===== src/qmd_pkg.sv =====
package qmd_pkg;

	// Constellation selection held in the mode register
	typedef logic [1:0] qmd_mode_t;

	localparam qmd_mode_t MODE_BPSK  = 2'd0;
	localparam qmd_mode_t MODE_QPSK  = 2'd1;
	localparam qmd_mode_t MODE_QAM16 = 2'd2;

	localparam int LABEL_WIDTH = 4;

	// Gray code of one 16-QAM axis level
	typedef logic [1:0] qmd_gray_t;

	localparam qmd_gray_t GRAY_M3 = 2'b00;
	localparam qmd_gray_t GRAY_M1 = 2'b01;
	localparam qmd_gray_t GRAY_P3 = 2'b10;
	localparam qmd_gray_t GRAY_P1 = 2'b11;

	// Per-stage load enables from the pipeline control
	typedef struct packed {
		logic en_s1;
		logic en_s2;
		logic en_s3;
		logic en_s4;
	} qmd_stage_en_t;

	// Decision for one axis
	typedef struct packed {
		qmd_gray_t code;    // nearest of the four 16-QAM levels
		logic      pos;     // +1 strictly nearer than -1
	} qmd_axis_dec_t;

endpackage


===== src/qmd_sample_if.sv =====
interface qmd_sample_if #(
	parameter int SAMPLE_WIDTH = 16
) ();
	logic                           valid;
	logic                           ready;
	logic signed [SAMPLE_WIDTH-1:0] sample_i;
	logic signed [SAMPLE_WIDTH-1:0] sample_q;

	modport source(output valid, output sample_i, output sample_q, input ready);
	modport sink(input valid, input sample_i, input sample_q, output ready);
endinterface


===== src/qmd_label_if.sv =====
interface qmd_label_if ();
	logic       valid;
	logic       ready;
	logic [3:0] label_bits;

	modport source(output valid, output label_bits, input ready);
	modport sink(input valid, input label_bits, output ready);
endinterface


===== src/qmd_pipe_ctrl.sv =====
module qmd_pipe_ctrl import qmd_pkg::*; (
	input  logic          clk,
	input  logic          arst_n,
	input  logic          in_valid,
	output logic          in_ready,
	output logic          out_valid,
	input  logic          out_ready,
	output qmd_stage_en_t en
);

	logic valid_s1, valid_s2, valid_s3, valid_s4;

	// A stage loads when it is empty or its successor loads too
	always_comb begin
		en.en_s4 = !valid_s4 || out_ready;
		en.en_s3 = !valid_s3 || en.en_s4;
		en.en_s2 = !valid_s2 || en.en_s3;
		en.en_s1 = !valid_s1 || en.en_s2;
	end

	always_ff @(posedge clk or negedge arst_n) begin
		if (!arst_n) begin
			valid_s1 <= 1'b0;
			valid_s2 <= 1'b0;
			valid_s3 <= 1'b0;
			valid_s4 <= 1'b0;
		end else begin
			if (en.en_s1) valid_s1 <= in_valid;
			if (en.en_s2) valid_s2 <= valid_s1;
			if (en.en_s3) valid_s3 <= valid_s2;
			if (en.en_s4) valid_s4 <= valid_s3;
		end
	end

	assign in_ready  = en.en_s1;
	assign out_valid = valid_s4;

	a_bubble_frees_input: assert property (@(posedge clk) disable iff (!arst_n)
		!valid_s4 |-> in_ready)
		else $error("input stalled with an empty output stage");

	a_no_invented_item: assert property (@(posedge clk) disable iff (!arst_n)
		en.en_s1 && !in_valid |=> !valid_s1)
		else $error("stage 1 filled without a transaction");

	a_mid_hold: assert property (@(posedge clk) disable iff (!arst_n)
		valid_s2 && !en.en_s3 |=> valid_s2)
		else $error("stage 2 item lost while stage 3 stalled");

	a_s3_moves: assert property (@(posedge clk) disable iff (!arst_n)
		valid_s3 && en.en_s4 |=> valid_s4)
		else $error("stage 3 item dropped on its way to output");

endmodule


===== src/qmd_axis_slicer.sv =====
module qmd_axis_slicer import qmd_pkg::*; #(
	parameter int SAMPLE_WIDTH = 16,
	parameter int FRAC_BITS    = 12
) (
	input  logic                           clk,
	input  qmd_stage_en_t                  en,
	input  logic signed [SAMPLE_WIDTH-1:0] sample,
	output qmd_axis_dec_t                  dec_s4
);

	localparam int LVL_WIDTH = FRAC_BITS + 3;
	localparam int DW  = ((SAMPLE_WIDTH > LVL_WIDTH) ? SAMPLE_WIDTH : LVL_WIDTH) + 1;
	localparam int SQW = 2 * DW;

	localparam logic signed [DW-1:0] UNIT  = {{(DW-1){1'b0}}, 1'b1} << FRAC_BITS;
	localparam logic signed [DW-1:0] UNIT3 = UNIT + (UNIT <<< 1);

	logic signed [DW-1:0] s_ext;
	logic signed [DW-1:0] diff_s1 [4];    // indexed by Gray code
	logic [SQW-1:0]       sq_s2 [4];
	logic [SQW-1:0]       dist_a_s3, dist_b_s3;
	qmd_gray_t            code_a_s3, code_b_s3;
	logic                 pos_s3;

	assign s_ext = DW'(sample);

	// Stage 1: offsets to the four levels
	always_ff @(posedge clk) begin
		if (en.en_s1) begin
			diff_s1[GRAY_M3] <= s_ext + UNIT3;
			diff_s1[GRAY_M1] <= s_ext + UNIT;
			diff_s1[GRAY_P3] <= s_ext - UNIT3;
			diff_s1[GRAY_P1] <= s_ext - UNIT;
		end
	end

	// Stage 2: square each offset
	always_ff @(posedge clk) begin
		if (en.en_s2) begin
			for (int k = 0; k < 4; k++) begin
				sq_s2[k] <= $unsigned(SQW'(diff_s1[k]) * SQW'(diff_s1[k]));
			end
		end
	end

	// Stage 3: pairwise minimum, lower code keeps a tie
	always_ff @(posedge clk) begin
		if (en.en_s3) begin
			if (sq_s2[GRAY_M1] < sq_s2[GRAY_M3]) begin
				dist_a_s3 <= sq_s2[GRAY_M1];
				code_a_s3 <= GRAY_M1;
			end else begin
				dist_a_s3 <= sq_s2[GRAY_M3];
				code_a_s3 <= GRAY_M3;
			end
			if (sq_s2[GRAY_P1] < sq_s2[GRAY_P3]) begin
				dist_b_s3 <= sq_s2[GRAY_P1];
				code_b_s3 <= GRAY_P1;
			end else begin
				dist_b_s3 <= sq_s2[GRAY_P3];
				code_b_s3 <= GRAY_P3;
			end
			pos_s3 <= sq_s2[GRAY_P1] < sq_s2[GRAY_M1];
		end
	end

	// Stage 4: final minimum
	always_ff @(posedge clk) begin
		if (en.en_s4) begin
			dec_s4.code <= (dist_b_s3 < dist_a_s3) ? code_b_s3 : code_a_s3;
			dec_s4.pos  <= pos_s3;
		end
	end

endmodule


===== src/qam_min_distance_demapper.sv =====
// Hard-decision min-distance demapper for BPSK, QPSK and Gray 16-QAM.
// Each accepted sample moves through stages s1 to s4; its label is valid once s4 holds it.
// Throughput: one sample per cycle; the four register stages each take a new
// item whenever the stage after them loads, so backpressure only stalls a full pipe.
// Reset (arst_n low, asynchronous): all stage valid bits clear and the mode
// register returns to BPSK; payload registers are not reset.
module qam_min_distance_demapper import qmd_pkg::*; #(
	parameter int SAMPLE_WIDTH = 16,
	parameter int FRAC_BITS    = 12
) (
	input  logic          clk,
	input  logic          arst_n,
	qmd_sample_if.sink    samples,
	qmd_label_if.source   labels,
	input  logic          cfg_we,
	input  logic [1:0]    cfg_wdata
);

	qmd_mode_t     mode_q;
	qmd_stage_en_t en;
	qmd_axis_dec_t dec_i_s4, dec_q_s4;
	logic          out_valid;

	// Mode register; software writes it only while the pipe is drained (a rule for
	// software that the block does not enforce), as the label assembly reads it directly.
	always_ff @(posedge clk or negedge arst_n) begin
		if (!arst_n) begin
			mode_q <= MODE_BPSK;
		end else if (cfg_we) begin
			mode_q <= cfg_wdata;
		end
	end

	// Valid bits and stage enables: a stage advances when it is empty or
	// the downstream stage advances; hold otherwise.
	qmd_pipe_ctrl u_ctrl (
		.clk       (clk),
		.arst_n    (arst_n),
		.in_valid  (samples.valid),
		.in_ready  (samples.ready),
		.out_valid (out_valid),
		.out_ready (labels.ready),
		.en        (en)
	);

	// The squared distance splits into an I term and a Q term, and the
	// points form a grid, so the nearest point (with the smaller label on
	// a tie) is the per-axis nearest level with the lower code on a tie.
	qmd_axis_slicer #(
		.SAMPLE_WIDTH (SAMPLE_WIDTH),
		.FRAC_BITS    (FRAC_BITS)
	) u_slice_i (
		.clk    (clk),
		.en     (en),
		.sample (samples.sample_i),
		.dec_s4 (dec_i_s4)
	);

	qmd_axis_slicer #(
		.SAMPLE_WIDTH (SAMPLE_WIDTH),
		.FRAC_BITS    (FRAC_BITS)
	) u_slice_q (
		.clk    (clk),
		.en     (en),
		.sample (samples.sample_q),
		.dec_s4 (dec_q_s4)
	);

	// Assemble the right-aligned label from the registered axis decisions.
	// BPSK ignores Q entirely (both points sit on the I axis); the spare
	// mode code decodes as 16-QAM.
	always_comb begin
		priority if (mode_q == MODE_BPSK) begin
			labels.label_bits = {3'b000, dec_i_s4.pos};
		end else if (mode_q == MODE_QPSK) begin
			labels.label_bits = {2'b00, dec_i_s4.pos, dec_q_s4.pos};
		end else begin
			labels.label_bits = {dec_i_s4.code, dec_q_s4.code};
		end
	end

	assign labels.valid = out_valid;

endmodule

===== src/flat_wrapper.sv =====
// flat-port wrapper written by rule: the top's interface ports become plain ports
module qam_min_distance_demapper_flat import qmd_pkg::*;
#(
	parameter int SAMPLE_WIDTH = 16,
	parameter int FRAC_BITS    = 12
)
  (clk, arst_n, cfg_we, cfg_wdata, samples_valid, samples_sample_i, samples_sample_q, samples_ready, labels_valid, labels_label_bits, labels_ready);
  qmd_sample_if #(.SAMPLE_WIDTH(SAMPLE_WIDTH)) samples_i ();
  qmd_label_if labels_i ();
  input  logic clk;
  input  logic arst_n;
  input  logic cfg_we;
  input  logic [1:0] cfg_wdata;
  input wire logic [$bits(samples_i.valid)-1:0] samples_valid;
  input wire logic [$bits(samples_i.sample_i)-1:0] samples_sample_i;
  input wire logic [$bits(samples_i.sample_q)-1:0] samples_sample_q;
  output wire logic [$bits(samples_i.ready)-1:0] samples_ready;
  output wire logic [$bits(labels_i.valid)-1:0] labels_valid;
  output wire logic [$bits(labels_i.label_bits)-1:0] labels_label_bits;
  input wire logic [$bits(labels_i.ready)-1:0] labels_ready;
  assign samples_i.valid = samples_valid;
  assign samples_i.sample_i = samples_sample_i;
  assign samples_i.sample_q = samples_sample_q;
  assign samples_ready = samples_i.ready;
  assign labels_valid = labels_i.valid;
  assign labels_label_bits = labels_i.label_bits;
  assign labels_i.ready = labels_ready;
  qam_min_distance_demapper #(.SAMPLE_WIDTH(SAMPLE_WIDTH), .FRAC_BITS(FRAC_BITS)) u_core (.clk(clk), .arst_n(arst_n), .samples(samples_i), .labels(labels_i), .cfg_we(cfg_we), .cfg_wdata(cfg_wdata));
endmodule

===== config.mk =====
export PLATFORM = sky130hd
export DESIGN_NAME = qam_min_distance_demapper_flat
export DESIGN_NICKNAME = d
export VERILOG_FILES = /design/src/qmd_pkg.sv /design/src/qmd_sample_if.sv /design/src/qmd_label_if.sv /design/src/qmd_pipe_ctrl.sv /design/src/qmd_axis_slicer.sv /design/src/qam_min_distance_demapper.sv /design/src/flat_wrapper.sv
export SDC_FILE = /design/constraint.sdc
export NUM_CORES = 2
export LEC_CHECK = 0
export BUFFER_PORTS_ARGS = -buffer_cell sky130_fd_sc_hd__buf_2
export CAP_MARGIN = 40
export CORE_MARGIN = 2
export CORE_UTILIZATION = 60
export DETAILED_ROUTE_END_ITERATION = 10
export PLACE_DENSITY_LB_ADDON = 0.08
export SLEW_MARGIN = 20
export SYNTH_ARGS = -nofsm -noshare
export SYNTH_HDL_FRONTEND = slang
export SYNTH_SLANG_ARGS = --single-unit

===== constraint.sdc =====
create_clock -name clk -period 10.5 [get_ports clk]
set_input_delay 1.575 -clock clk [delete_from_list [all_inputs] [get_ports clk]]
set_output_delay 1.575 -clock clk [all_outputs]
set_load 0.005 [all_outputs]

### Word level (Yosys, flattened, before mapping)

Memories as Yosys holds them, arrays and structs flattened.
Index checks and enable logic that the tools add are counted.
Widths: inputs -> output; s select.

* output and inout port bits: 6
* memories: 4
* register bits after elaboration: 158
* latch bits: 0
* input port bits: 39
* RAM bits: 408
* logic and storage cells: 73
* memory bits (read-only): 0

* equal/unequal tests: 1
* div/mod/pow operators: 0
* multipliers: 8
* $lt $le $gt $ge: 8
* shift operators: 0
* add/sub/neg operators: 8
* mux-type cells: 16
* reductions and logical operators: 9
* bitwise gates (word level): 0

Memory list
* u_core.u_slice_i.sq_s2: depth 4, bits a word 34, read ports 4, clocked after Yosys merged registers in 0, wr ports 4, line qmd_axis_slicer.sv:20 `logic [SQW-1:0] sq_s2 [4];`
* u_core.u_slice_q.sq_s2: depth 4, bits a word 34, read ports 4, clocked after Yosys merged registers in 0, wr ports 4, line qmd_axis_slicer.sv:20
* u_core.u_slice_i.diff_s1: depth 4, bits a word 17, read ports 4, clocked after Yosys merged registers in 0, wr ports 4, line qmd_axis_slicer.sv:19 `logic signed [DW-1:0] diff_s1 [4];`
* u_core.u_slice_q.diff_s1: depth 4, bits a word 17, read ports 4, clocked after Yosys merged registers in 0, wr ports 4, line qmd_axis_slicer.sv:19

Operators by type and width (count)
* $lt 34x34->1: 8
* $mul 17x17->34: 8
* $mux 34: 4
* $add 16x14->17 const B: 2
* $add 16x15->17 const B: 2
* $sub 16x14->17 const B: 2
* $sub 16x15->17 const B: 2
* $mux 1: 8
* $mux 4: 2
* $logic_not 1->1: 4
* $logic_or 1x1->1: 4
* $mux 2: 2
* $eq 2x1->1 const B: 1
* $logic_not 2->1: 1

### Logic depth before layout (Yosys ltp)

* word-level depth: 7
* gate-level depth with buffers: 27
* gate-level depth less buffers: 24

### Hierarchy

Synthesis repeated with hierarchy kept, for this count alone.

* cells, all modules: 7334
* area total of the unflattened synthesis: 76024.2 µm²

Modules (own cells, without submodules)
* qmd_axis_slicer at u_core.u_slice_i: area each 38026.5 µm², sequential area each 5855.6 µm², cells an instance 3696, instances 1
* qmd_axis_slicer at u_core.u_slice_q: area each 37704.9 µm², sequential area each 5855.6 µm², cells an instance 3612, instances 1
* qmd_pipe_ctrl: area each 176.4 µm², sequential area each 100.1 µm², cells an instance 14, instances 1
* qam_min_distance_demapper: area each 116.4 µm², sequential area each 50.0 µm², cells an instance 12, instances 1

### Worst setup path before layout

OpenSTA, ideal clock, no wires.

* path kind: input-to-reg
* from: input labels_ready
* to: memory u_core.u_slice_i.sq_s2[0][14] in the netlist's numbering, enable pin
* data required time: 8.513 ns
* path slack: 2.514 ns
* library setup time: 1.987 ns
* arrival time: 5.999 ns
* path buffers: 0
* stages: 2
* cell sequence: nor2b_1 nand3_1

RTL lines
* start, declared: line flat_wrapper.sv:20 `input wire logic [$bits(labels_i.ready)-1:0] labels_ready;`
* end, declared: line qmd_axis_slicer.sv:20

==> flow_summary.ini <==
[outcome]
status = finished, final reports clean

[sta]
final-setup-viol-count = 0
worst_slew_pin_slew_ns = 0.9629
max_slew_margin = 0.3580
max_clock_freq_mhz = 122.5
setup_ws_ns = 2.336
period_share = 0.7775
slew_violations = 0
rsz0062_at_grt = false
report.final.hold_viol_count = 0
tns_ns = 0
finClkSkew_ns = 0.06062
post-route-min-period_ns = 8.164

[global_route]
grt_pass1_wl_um = 291500
gr-total-overflow = 0
grt_max_degree = 137
grt_usage = 0.3007
antenna_found_initial = 4
grt_pass1_vias = 52114

[clock_network]
cts_resized = 0
clock_path_buffers = 3
clockRootBuffer = clkbuf_16
clkLatencyLatePin_ns = 0.69
h-tree-depth = 2
ctsHoldBuffers = 0
clkSinkCount = 396
cts_tree = yes
path_clk_slew_ns = 0.06
cts_buffers = 52
postCtsSetupBuffers = 0

[hold_path]
min_path_type = reg2reg

[place]
dp_hpwl_um = 153200
routabilityCongestion = 0.9471
preCtsSetupSlack_ns = 2.493
numPortBuffers = 44

[logic_synthesis]
async_flop_share = 0.01515
yosysUniqueCellTypes = 83
synth_warnings = 0
synth_area_um2 = 75140
synth.avg_cell_area_um2 = 10.59
synth_edf_count = 390
yosysSeqAreaShare = 0.1579
synthFlopType = edfxtp_1
synth-seq-cells = 396
postSynthCellCount = 7092

[floorplanning]
start_util = 0.6062
die_y_um = 357.9
pin_count = 45
die_x_um = 357.9
dieArea_um2 = 128100
core_area_um2 = 124000
rows = 129

[critical_path]
cp.required_ns = 10.91
path_delay_family = adder cells
cp_num_buf_inv = 5
crit_slowest_cell = nor2_1
crit_path_end_kind = register
cp.arrival_ns = 8.57
cp_max_fo = 25
slowest_delay_ns = 0.66
cp-start-kind = register
worstSetupPathType = reg2reg
path_cells = buf_4 > clkinv_1 > nor2_1 > fa_1 > ha_1 > inv_1 > fa_1 > inv_1 > ha_1 > fa_1 > fa_1 > ha_1 > nand2_1 > nor4_1 > o31ai_4 > buf_4 > nor3_1 > o31ai_1 > a31oi_1 > a21o_1 > a21oi_1 > xnor2_1
crit_top_cell = fa_1

[route]
first_iter_violations = 3067
ant_nets = 0
routedWlPerCell_um = 20.50
routed_wl_um = 179600
viasPerCell = 5.382
first_pass_iters = 6
route.detailed.drc = 0
vias = 47129

[finish]
nets = 9374
drive_above_1_share = 0.04256
area_delta_synth_final_pct = 5.259

[run]
cap_viol_max_count = 0
==> sequential cells by signal, indices dropped and copies added, names as in the netlist, 2 cells and up <==
name,cells
u_core.mode_q,2
u_core.u_slice_q.dist_b_s3,34
u_core.u_slice_q.sq_s2,94
u_core.u_slice_i.sq_s2,94
u_core.u_slice_i.dist_a_s3,34
u_core.u_slice_q.diff_s1,27
u_core.u_slice_q.dist_a_s3,34
u_core.u_slice_i.diff_s1,27
u_core.u_slice_i.dist_b_s3,34
u_core.u_slice_q.dec_s4,3
u_core.u_slice_i.dec_s4,3
==> cell usage in the layout, fill, tap and decap left out, types with 81 or more instances in the layout <==
cell type	synthesis	layout
edfxtp_1	390	390
and2_1	263	263
nor2b_1	117	117
a21o_1	144	144
nor2_1	128	128
o21ai_0	81	81
inv_1	2036	2036
nand2_1	375	374
xnor2_1	250	250
a21oi_1	184	184
ha_1	580	580
fa_1	1680	1680
==> final timing paths <==
kind	startpoint	to	slack, ns	cells past startpoint
worst min-delay path	u_core.u_slice_i.pos_s3	u_core.u_slice_i.dec_s4[0]	0.43	0
min in group asynchronous	arst_n	u_core.mode_q[0]	0.76	1
worst min register to register	u_core.u_slice_i.pos_s3	u_core.u_slice_i.dec_s4[0]	0.43	0
max in group asynchronous	arst_n	u_core.u_ctrl.valid_s1	9.59	1
worst max register to register	u_core.u_slice_q.diff_s1[2][1]	u_core.u_slice_q.sq_s2[2][33]	2.34	22
worst max-delay path	u_core.u_slice_q.diff_s1[2][1]	u_core.u_slice_q.sq_s2[2][33]	2.34	22
==> cell type report <==
type,instances,area [µm²]
fill,10196,44870
timing repair buffer,119,862.1
clock buffer,59,1328
antenna,1,2.502
multi-input combinational,4466,54940
tap,1637,2048
inverter,2040,7657
clock inverter,39,390.4
sequential,396,11860
==> metrics by stage <==
| stage | utilization | hold slack [ns] | cell area [µm²] | cells |
|---|---|---|---|---|
| CTS | 0.6376 | 0.4287 | 79040 | 8752 |
| detailed placement | 0.6237 | 0.4183 | 77320 | 8654 |
| floorplan | - | 0.4003 | 75150 | 7095 |
| global placement | 0.6227 | 0.4088 | 77190 | 8645 |
| finish | 0.6380 | 0.4265 | 79090 | 8757 |
| global route | 0.6380 | 0.4350 | 79090 | 8756 |
==> worst reg2reg max path, delay by kind of cell (launching register included) <==
family / cells / cell delay, ns
adder cells (fa/ha/maj): 7 / 2.67
buffers and inverters: 5 / 1.37
AND/OR/NAND/NOR: 4 / 1.99
AO/OA/AOI/OAI: 5 / 1.04
flip-flops: 1 / 0.37
XOR/XNOR: 1 / 0.44
==> cell usage after synthesis, types with 7 or more instances <==
cell,count,area share
o21ai_0,81,0.0054
inv_1,2036,0.10
a31oi_1,32,0.0027
mux2i_1,56,0.0075
nand4_1,26,0.0022
nor2b_1,117,0.0097
nand3_1,47,0.0031
and2_1,263,0.022
nor2_1,128,0.0064
or2_2,14,0.0012
ha_1,580,0.097
and3_1,26,0.0022
clkbuf_1,180,0.0090
or3_1,11,0.00092
a21boi_0,7,0.00070
a211oi_1,13,0.0013
a21o_1,144,0.014
buf_1,7,0.00035
o31ai_1,14,0.0014
o211ai_1,14,0.0014
a2111oi_0,11,0.0013
nand2b_1,48,0.0040
o21a_1,45,0.0045
o22ai_1,7,0.00058
nor3_1,42,0.0028
xnor2_1,250,0.029
nor4_1,7,0.00058
o21bai_1,25,0.0025
mux2_2,45,0.0067
a31o_2,21,0.0024
fa_1,1680,0.45
a221o_1,8,0.0011
xor2_1,62,0.0072
nand2_1,375,0.019
a21oi_1,184,0.012
edfxtp_1,390,0.16
==> logic make-up (layout without fill, tap and decap cells) <==
family	after synthesis	count (layout)	share of synthesized area
flops	396	396	0.1579
buf+inv	2233	2257	0.1117
simple gates	1119	1119	0.07543
compound gates	670	670	0.06018
other cells	1	5	0.00004991
mux	101	101	0.01420
xor+xnor	312	312	0.03637
fa+ha+maj	2260	2260	0.5442
==> routing by layer <==
layer  part of all wire  GRT usage  vias to the layer above  wire (µm)
met5                  0          0                        -          0
met4              0.025    0.06962                        0       4569
met3              0.069    0.05364                      216      12420
met2               0.46     0.4712                     1194      82430
met1               0.45     0.4420                    24350      80140
li1                   -          -                    21369          -
Power is not shown: default switching activity piles up to over one toggle a cycle in this logic, so the estimate is an artifact.
